File: src/rtl/wam_pkg.sv
// Shared types, constants and helper functions of the weighted adjacency matrix.
`timescale 1ns / 1ps
package wam_pkg;

  localparam int NUM_VERTICES = 6;
  localparam int WEIGHT_BITS  = 16;
  localparam int NUM_ENTRIES  = NUM_VERTICES * NUM_VERTICES;
  localparam int VTX_W        = $clog2(NUM_VERTICES);
  localparam int ADDR_W       = $clog2(NUM_ENTRIES);
  localparam int FIELD_VTX_W  = 4;
  localparam int FIELD_WT_W   = 16;

  typedef logic [WEIGHT_BITS-1:0] weight_t;
  typedef logic [VTX_W-1:0]       vidx_t;
  typedef logic [ADDR_W-1:0]      addr_t;
  typedef logic [FIELD_VTX_W-1:0] vfield_t;
  typedef logic [FIELD_WT_W-1:0]  wfield_t;

  localparam vidx_t LAST_IDX = VTX_W'(NUM_VERTICES - 1);

  typedef enum logic {
    OP_QUERY  = 1'b0,
    OP_MODIFY = 1'b1
  } op_t;

  typedef enum logic [1:0] {
    KIND_ENTRY = 2'd0,
    KIND_ERROR = 2'd1,
    KIND_EMPTY = 2'd2
  } kind_t;

  typedef enum logic [2:0] {
    ST_IDLE,
    ST_DECODE,
    ST_SCAN,
    ST_FLUSH,
    ST_CHECK,
    ST_MIRROR,
    ST_ERROR
  } state_t;

  typedef struct packed {
    op_t     operation;
    vfield_t vertex_a;
    vfield_t vertex_b;
    wfield_t edge_weight;
  } in_item_t;

  typedef struct packed {
    kind_t   kind;
    vfield_t neighbour;
    wfield_t neighbour_weight;
    logic    last;
  } out_item_t;

  function automatic logic vertex_ok(vfield_t v);
    return (v != '0) && (int'(v) <= NUM_VERTICES);
  endfunction

  function automatic vidx_t to_vidx(vfield_t v);
    vfield_t d;
    d = v - vfield_t'(1);
    return VTX_W'(d);
  endfunction

  function automatic addr_t entry_addr(vidx_t row, vidx_t col);
    return ADDR_W'(int'(row) * NUM_VERTICES + int'(col));
  endfunction

  function automatic out_item_t make_result(kind_t k, vfield_t nb, weight_t wt, logic lst);
    out_item_t r;
    r.kind             = k;
    r.neighbour        = nb;
    r.neighbour_weight = FIELD_WT_W'(wt);
    r.last             = lst;
    return r;
  endfunction

endpackage

File: src/rtl/wam_in_if.sv
// Input channel interface carrying query and modify transactions.
`timescale 1ns / 1ps
interface wam_in_if;
  logic               valid;
  logic               ready;
  wam_pkg::in_item_t  data;

  modport source (output valid, output data, input ready);
  modport sink (input valid, input data, output ready);
endinterface

File: src/rtl/wam_out_if.sv
// Result channel interface carrying neighbor, empty and error transactions.
`timescale 1ns / 1ps
interface wam_out_if;
  logic               valid;
  logic               ready;
  wam_pkg::out_item_t data;

  modport source (output valid, output data, input ready);
  modport sink (input valid, input data, output ready);
endinterface

File: src/rtl/wam_ram.sv
// Generic single write port, single read port RAM with registered read data.
`timescale 1ns / 1ps
module wam_ram #(
  parameter int DATA_W = 16,
  parameter int DEPTH  = 36
) (
  input  logic                     clk,
  input  logic                     we,
  input  logic [$clog2(DEPTH)-1:0] waddr,
  input  logic [DATA_W-1:0]        wdata,
  input  logic [$clog2(DEPTH)-1:0] raddr,
  output logic [DATA_W-1:0]        rdata
);

  logic [DATA_W-1:0] mem [DEPTH];
  logic [DATA_W-1:0] rdata_r;

  always_ff @(posedge clk) begin
    if (we) begin
      mem[waddr] <= wdata;
    end
    rdata_r <= mem[raddr];
  end

  assign rdata = rdata_r;

endmodule

File: src/rtl/weighted_adjacency_matrix_core.sv
// Top level of the weighted adjacency matrix: sequencer, matrix store and result register.
//
//   channel  | role   | transaction
//   ---------+--------+--------------------------------------------------------
//   in_ch    | sink   | query of one vertex, or modify of the edge between two
//   out_ch   | source | neighbor entry, empty marker or error, last on final one
//
// A query walks one matrix row entry per cycle, unless the result register stalls,
// through the single RAM read port, then flushes the last entry; a modify does a check
// read, then the two mirrored writes through the single write port.
// An error is raised after decode, or after the check when deleting a missing edge, then handed off.
// Reset clears the per-entry valid bits, so the matrix reads as empty.
// A stalled result register holds the scan; nothing new is taken until idle.
`timescale 1ns / 1ps
module weighted_adjacency_matrix_core (
  input  logic             clk,
  input  logic             rst_n,
  wam_in_if.sink           in_ch,
  wam_out_if.source        out_ch
);

  wam_pkg::state_t    state_r, state_nxt;
  wam_pkg::op_t       op_r;
  wam_pkg::vfield_t   va_r, vb_r;
  wam_pkg::weight_t   wt_r;
  wam_pkg::addr_t     base_r;
  wam_pkg::vidx_t     idx_r;
  logic               pend_vld_r;
  wam_pkg::vfield_t   pend_nb_r;
  wam_pkg::weight_t   pend_wt_r;
  logic               out_vld_r;
  wam_pkg::out_item_t out_data_r;
  logic [wam_pkg::NUM_ENTRIES-1:0] valid_r;
  logic               rvld_r;

  logic               in_ready;
  logic               ram_we;
  wam_pkg::addr_t     ram_waddr;
  wam_pkg::addr_t     ram_raddr;
  wam_pkg::weight_t   ram_rdata;
  logic               out_load;
  wam_pkg::out_item_t out_nxt;
  logic               step;
  logic               out_free;
  wam_pkg::weight_t   entry_wt;
  logic               entry_nz;
  wam_pkg::vidx_t     ia, ib;
  logic               ok_a, ok_b;
  logic               del_missing;

  wam_ram #(
    .DATA_W (wam_pkg::WEIGHT_BITS),
    .DEPTH  (wam_pkg::NUM_ENTRIES)
  ) u_matrix (
    .clk   (clk),
    .we    (ram_we),
    .waddr (ram_waddr),
    .wdata (wt_r),
    .raddr (ram_raddr),
    .rdata (ram_rdata)
  );

  assign ia          = wam_pkg::to_vidx(va_r);
  assign ib          = wam_pkg::to_vidx(vb_r);
  assign ok_a        = wam_pkg::vertex_ok(va_r);
  assign ok_b        = wam_pkg::vertex_ok(vb_r);
  assign entry_wt    = rvld_r ? ram_rdata : '0;
  assign entry_nz    = (entry_wt != '0);
  assign out_free    = !out_vld_r || out_ch.ready;
  assign del_missing = (wt_r == '0) && !entry_nz;

  always_comb begin
    state_nxt = state_r;
    unique case (state_r)
      wam_pkg::ST_IDLE: begin
        if (in_ch.valid) begin
          state_nxt = wam_pkg::ST_DECODE;
        end
      end
      wam_pkg::ST_DECODE: begin
        if (op_r == wam_pkg::OP_QUERY) begin
          state_nxt = ok_a ? wam_pkg::ST_SCAN : wam_pkg::ST_ERROR;
        end else begin
          state_nxt = (ok_a && ok_b) ? wam_pkg::ST_CHECK : wam_pkg::ST_ERROR;
        end
      end
      wam_pkg::ST_SCAN: begin
        if (step && idx_r == wam_pkg::LAST_IDX) begin
          state_nxt = wam_pkg::ST_FLUSH;
        end
      end
      wam_pkg::ST_FLUSH: begin
        if (out_free) begin
          state_nxt = wam_pkg::ST_IDLE;
        end
      end
      wam_pkg::ST_CHECK: begin
        state_nxt = del_missing ? wam_pkg::ST_ERROR : wam_pkg::ST_MIRROR;
      end
      wam_pkg::ST_MIRROR: begin
        state_nxt = wam_pkg::ST_IDLE;
      end
      wam_pkg::ST_ERROR: begin
        if (out_free) begin
          state_nxt = wam_pkg::ST_IDLE;
        end
      end
      default: begin
        state_nxt = wam_pkg::ST_IDLE;
      end
    endcase
  end

  always_comb begin
    in_ready  = 1'b0;
    ram_we    = 1'b0;
    ram_waddr = wam_pkg::entry_addr(ia, ib);
    ram_raddr = base_r + wam_pkg::ADDR_W'(idx_r);
    out_load  = 1'b0;
    out_nxt   = wam_pkg::make_result(wam_pkg::KIND_ERROR, '0, '0, 1'b1);
    step      = 1'b0;
    unique case (state_r)
      wam_pkg::ST_IDLE: begin
        in_ready = 1'b1;
      end
      wam_pkg::ST_DECODE: begin
        if (op_r == wam_pkg::OP_QUERY) begin
          ram_raddr = wam_pkg::entry_addr(ia, '0);
        end else begin
          ram_raddr = wam_pkg::entry_addr(ia, ib);
        end
      end
      wam_pkg::ST_SCAN: begin
        step = !(entry_nz && pend_vld_r && !out_free);
        if (step && idx_r != wam_pkg::LAST_IDX) begin
          ram_raddr = base_r + wam_pkg::ADDR_W'(idx_r + wam_pkg::VTX_W'(1));
        end
        if (step && entry_nz && pend_vld_r) begin
          out_load = 1'b1;
          out_nxt  = wam_pkg::make_result(wam_pkg::KIND_ENTRY, pend_nb_r, pend_wt_r, 1'b0);
        end
      end
      wam_pkg::ST_FLUSH: begin
        out_load = out_free;
        if (pend_vld_r) begin
          out_nxt = wam_pkg::make_result(wam_pkg::KIND_ENTRY, pend_nb_r, pend_wt_r, 1'b1);
        end else begin
          out_nxt = wam_pkg::make_result(wam_pkg::KIND_EMPTY, '0, '0, 1'b1);
        end
      end
      wam_pkg::ST_CHECK: begin
        ram_we = !del_missing;
      end
      wam_pkg::ST_MIRROR: begin
        ram_we    = 1'b1;
        ram_waddr = wam_pkg::entry_addr(ib, ia);
      end
      wam_pkg::ST_ERROR: begin
        out_load = out_free;
      end
      default: begin
        in_ready = 1'b0;
      end
    endcase
  end

  always_ff @(posedge clk) begin
    if (!rst_n) begin
      state_r    <= wam_pkg::ST_IDLE;
      pend_vld_r <= 1'b0;
      out_vld_r  <= 1'b0;
      valid_r    <= '0;
      rvld_r     <= 1'b0;
    end else begin
      state_r <= state_nxt;
      rvld_r  <= valid_r[ram_raddr];
      if (ram_we) begin
        valid_r[ram_waddr] <= 1'b1;
      end
      if (out_load) begin
        out_vld_r <= 1'b1;
      end else if (out_ch.ready) begin
        out_vld_r <= 1'b0;
      end
      if (state_r == wam_pkg::ST_DECODE) begin
        pend_vld_r <= 1'b0;
      end else if (state_r == wam_pkg::ST_SCAN && step && entry_nz) begin
        pend_vld_r <= 1'b1;
      end else if (state_r == wam_pkg::ST_FLUSH && out_free) begin
        pend_vld_r <= 1'b0;
      end
    end
  end

  always_ff @(posedge clk) begin
    if (in_ready && in_ch.valid) begin
      op_r <= in_ch.data.operation;
      va_r <= in_ch.data.vertex_a;
      vb_r <= in_ch.data.vertex_b;
      wt_r <= wam_pkg::WEIGHT_BITS'(in_ch.data.edge_weight);
    end
    if (state_r == wam_pkg::ST_DECODE) begin
      base_r <= wam_pkg::entry_addr(ia, '0);
      idx_r  <= '0;
    end else if (state_r == wam_pkg::ST_SCAN && step) begin
      if (entry_nz) begin
        pend_nb_r <= wam_pkg::FIELD_VTX_W'(idx_r) + wam_pkg::vfield_t'(1);
        pend_wt_r <= entry_wt;
      end
      if (idx_r != wam_pkg::LAST_IDX) begin
        idx_r <= idx_r + wam_pkg::VTX_W'(1);
      end
    end
    if (out_load) begin
      out_data_r <= out_nxt;
    end
  end

  assign in_ch.ready  = in_ready;
  assign out_ch.valid = out_vld_r;
  assign out_ch.data  = out_data_r;

  a_mirror_after_check: assert property (@(posedge clk) disable iff (!rst_n)
    (state_r == wam_pkg::ST_MIRROR) |-> $past(ram_we))
    else $error("Mirrored write without a preceding checked write.");

  a_load_only_when_free: assert property (@(posedge clk) disable iff (!rst_n)
    out_load |-> out_free)
    else $error("Result register loaded while a result is still waiting.");

  a_pending_held_on_stall: assert property (@(posedge clk) disable iff (!rst_n)
    (state_r == wam_pkg::ST_SCAN && !step) |=> ($stable(pend_nb_r) && $stable(idx_r)))
    else $error("Pending neighbor changed during a stalled scan.");

endmodule
File: src/flat_wrapper.sv
// flat-port wrapper written by rule: the top's interface ports become plain ports
module weighted_adjacency_matrix_core_flat 
  (clk, rst_n, in_ch_valid, in_ch_data, in_ch_ready, out_ch_valid, out_ch_data, out_ch_ready);
  wam_in_if in_ch_i ();
  wam_out_if out_ch_i ();
  input  logic clk;
  input  logic rst_n;
  input wire logic [$bits(in_ch_i.valid)-1:0] in_ch_valid;
  input wire logic [$bits(in_ch_i.data)-1:0] in_ch_data;
  output wire logic [$bits(in_ch_i.ready)-1:0] in_ch_ready;
  output wire logic [$bits(out_ch_i.valid)-1:0] out_ch_valid;
  output wire logic [$bits(out_ch_i.data)-1:0] out_ch_data;
  input wire logic [$bits(out_ch_i.ready)-1:0] out_ch_ready;
  assign in_ch_i.valid = in_ch_valid;
  assign in_ch_i.data = in_ch_data;
  assign in_ch_ready = in_ch_i.ready;
  assign out_ch_valid = out_ch_i.valid;
  assign out_ch_data = out_ch_i.data;
  assign out_ch_i.ready = out_ch_ready;
  weighted_adjacency_matrix_core u_core (.clk(clk), .rst_n(rst_n), .in_ch(in_ch_i), .out_ch(out_ch_i));
endmodule
File: config.mk
export PLATFORM = sky130hd
export DESIGN_NAME = weighted_adjacency_matrix_core_flat
export DESIGN_NICKNAME = d
export VERILOG_FILES = /design/src/rtl/wam_pkg.sv /design/src/rtl/wam_in_if.sv /design/src/rtl/wam_out_if.sv /design/src/rtl/wam_ram.sv /design/src/rtl/weighted_adjacency_matrix_core.sv /design/src/flat_wrapper.sv
export SDC_FILE = /design/constraint.sdc
export NUM_CORES = 1
export LEC_CHECK = 0
export ABC_AREA = 1
export BUFFER_PORTS_ARGS = -buffer_cell sky130_fd_sc_hd__buf_2
export CAP_MARGIN = 0
export CORE_MARGIN = 3
export CORE_UTILIZATION = 40
export DETAILED_ROUTE_END_ITERATION = 7
export GPL_TIMING_DRIVEN = 0
export HOLD_SLACK_MARGIN = 0.05
export PLACE_DENSITY = 0.57
export RECOVER_POWER = 100
export SLEW_MARGIN = 15
export SYNTH_ARGS = -nofsm -noshare
export SYNTH_HDL_FRONTEND = slang
export SYNTH_SLANG_ARGS = --single-unit
File: constraint.sdc
create_clock -name clk -period 6 [get_ports clk]
set_clock_uncertainty 0.15 [all_clocks]
set_input_delay 0 -clock clk [delete_from_list [all_inputs] [get_ports clk]]
set_output_delay 0 -clock clk [all_outputs]
set_load 0.02 [all_outputs]
==> impl_results.md <==
* Row Count at approximately 100
* Fmax at 186 MHz
* Total GRT Usage at 21.7%
* Worst EP required at approximately 6100 ps
* CTS Hold Bufs at 56
* Final Cycle Share at 89.6%
* Vias in the first global route at 20000
* Hold WS at approximately 240 ps
* Hold Fails Final Rpt at 0
* Commonest cells after routing, fill and taps aside: 649 x edfxtp_1, 388 x nand2_1, 300 x nor2_1, 286 x nand3_1, 247 x inv_1
* Count of buffers from port buffering at 53
* N_diodes at 0
* Startpoint Class: register
* Met1 Use GR at 28.8%
* Ys flop type: edfxtp_1
* CP Data Arrival Time at between 5000 and 6000 ps
* Worst hold path type: in -> reg
* Syn nets at 2600
* CTS tree: built
* CP startpoint: u_core.va_r[0]
* Setup violators final at 0
* Actual slew at the worst max-slew pin at about 1400 ps
* Met3 Track Usage GR at 4.08%
* Worst Setup End Kind: register
* Max-cap violations at 0
* DRC at 0
* Hpwl dp at roughly 60 mm
* Post-cts sizing count at 0
* GP Congestion at 0.913
* Die Wd at 277 um
* Core area at 72200 um^2
* Clock sink total at 710
* Clk slew on worst S/H paths at 60 ps
* Layout cells sized above 1 at about 10%
* Setup bufs post-CTS at 0
* Final ANT Viol Nets at 0
* Async S/R FF share, synth at 0%
* DRT Pass-1 Iters at 6
* Synthesized area at 29400 um^2
* First DRT Iteration DRCs at about 2400
* Avg Inst Size Synth at 11.6 um^2
* Height of the die at 277 um
* Reg-to-Reg Start: u_core.va_r[0]
* Fillcell total at roughly 6400
* Longest Clk Path Bufs at 3
* Syn. warnings at 0
* Distinct cells, synth at 43
* Root buf cell: clkbuf_16
* Met2 usage at 35.1%
* Final WL at approximately 85 mm
* Post-detailed-route wirelength per cell at ~22 um
* Gate Count Post-Synth at 2545
* I/O pin count at 54
* Most common cell after layout, fill and taps aside: edfxtp_1
* Slew Limit Fails at 0
* Status: finished clean
* Worst-skew pair later-pin latency at 610 ps
* Number of vias per cell at 5.36
* Crit path max fanout at 11
* # H-tree levels at 3
* Inst Count DP at between 3000 and 4000
* Area grow syn2layout at 16.6%
* Starting density of the core at approximately two fifths
* Die area at 76900 um^2
* Synthesis-stage register bit count at 710
* Hold path startpoint: out_ch_ready
* Post-synth EDFFs at 649
* Register area share after synthesis at 70.3%
* Largest net degree at the start of global routing at 25
* Minimum clock period at 5380 ps
* Worst rel slew slack at 9.70%
* Worst Path Class, Setup: reg -> reg
* Final cell count without fillers at 3792
* Area after DPL at roughly 32000 um^2
* Setup TNS at 0 ps
* Initial antenna violation count at 0
* First-pass GRT wire length at roughly 120 mm
* GRT overflow at 0
* RSZ-0062 raised after global routing: no
* Final Net Count at 2841
* CTS buffer count at 76
* Gr busiest metal: met2
* Design Area, Final at about 34000 um^2
* Vias at ~20000
==> through the flow <==
step / setup WS (ps) / util (%)
5_1_grt: 383 / 47.5
3_5_place_dp: 992 / 44.2
2_1_floorplan: 1840 / -
3_3_place_gp: 422 / 42.8
4_1_cts: 947 / 48.4
6_report: 625 / 47.5
==> layout make-up <==
class / instances / area [um^2] / area share [%]
buffer: 131 / 717 / 2.09
clock buffer: 101 / 2090 / 6.08
inverter: 255 / 957 / 2.79
clock inverter: 33 / 370 / 1.08
tap: 950 / 1190 / 3.46
sequential: 710 / 20700 / 60.3
timing repair buffer: 163 / 1270 / 3.70
multi-input combinational: 1449 / 7040 / 20.5
==> cell families (layout without fill, tap and decap cells) <==
group	count (synthesis)	after routing	synth area share, %
compound gates	394	394	7.53
fa+ha+maj	26	26	1.26
xor+xnor	17	17	0.506
buf+inv	386	683	5.72
flops	710	710	70.3
simple gates	1012	1012	14.7
==> Yosys cell counts, types with 11 or more instances <==
master / count / area [um^2]
a21oi_1: 93 / 465
buf_2: 67 / 335
buf_4: 12 / 90.1
buf_6: 14 / 158
clkbuf_1: 34 / 128
dfxtp_1: 61 / 1220
edfxtp_1: 649 / 19500
ha_1: 20 / 250
inv_1: 244 / 916
inv_2: 11 / 41.3
nand2_1: 386 / 1450
nand3_1: 285 / 1430
nand3b_1: 11 / 82.6
nor2_1: 305 / 1140
o211ai_1: 63 / 473
o21ai_0: 143 / 716
o21ai_1: 64 / 320
o22ai_1: 17 / 106
xor2_1: 11 / 96.3
==> worst paths after layout <==
check	endpoint	slack [ps]	cells after the start
hold / removal	u_core.pend_vld_r	240	5
hold reg to reg	u_core.valid_r[35]	320	2
setup reg to reg	u_core.u_matrix.mem[14][9]	620	14
setup / recovery	u_core.u_matrix.mem[14][9]	620	14
==> worst max-delay path, cell delays in order, from the launching register on <==
cell	delay, ps
edfxtp_1	450
inv_1	220
ha_1	280
xnor2_1	180
inv_1	180
fa_1	430
or2_2	310
nand2_1	150
nand3_1	110
xnor2_1	160
or2_2	280
o21ai_0	220
nand3_1	530
nor2_1	850
clkbuf_2	500
==> flip-flops by register name, indices dropped and copies added, names as in the netlist <==
signal,flops
u_core.base_r,5
u_core.valid_r,36
u_core.out_ch.data,23
u_core.u_matrix.rdata,16
u_core.pend_vld_r,1
u_core.rvld_r,1
u_core.pend_wt_r,16
u_core.op_r,1
u_core.va_r,4
u_core.state_r,3
u_core.pend_nb_r,4
u_core.u_matrix.mem,576
u_core.vb_r,4
u_core.wt_r,16
u_core.idx_r,3
u_core.out_ch.valid,1
==> metal layers <==
| metal | vias to the layer above | part of all wire, % |
|---|---|---|
| met2 | 937 | 47 |
| met3 | 158 | 8.8 |
| met4 | 0 | 3.9 |
| li1 | 9320 | - |
| met1 | 9912 | 40 |
| met5 | - | 0 |
Power is not shown: default switching activity piles up to over one toggle a cycle in this logic, so the estimate is an artifact.
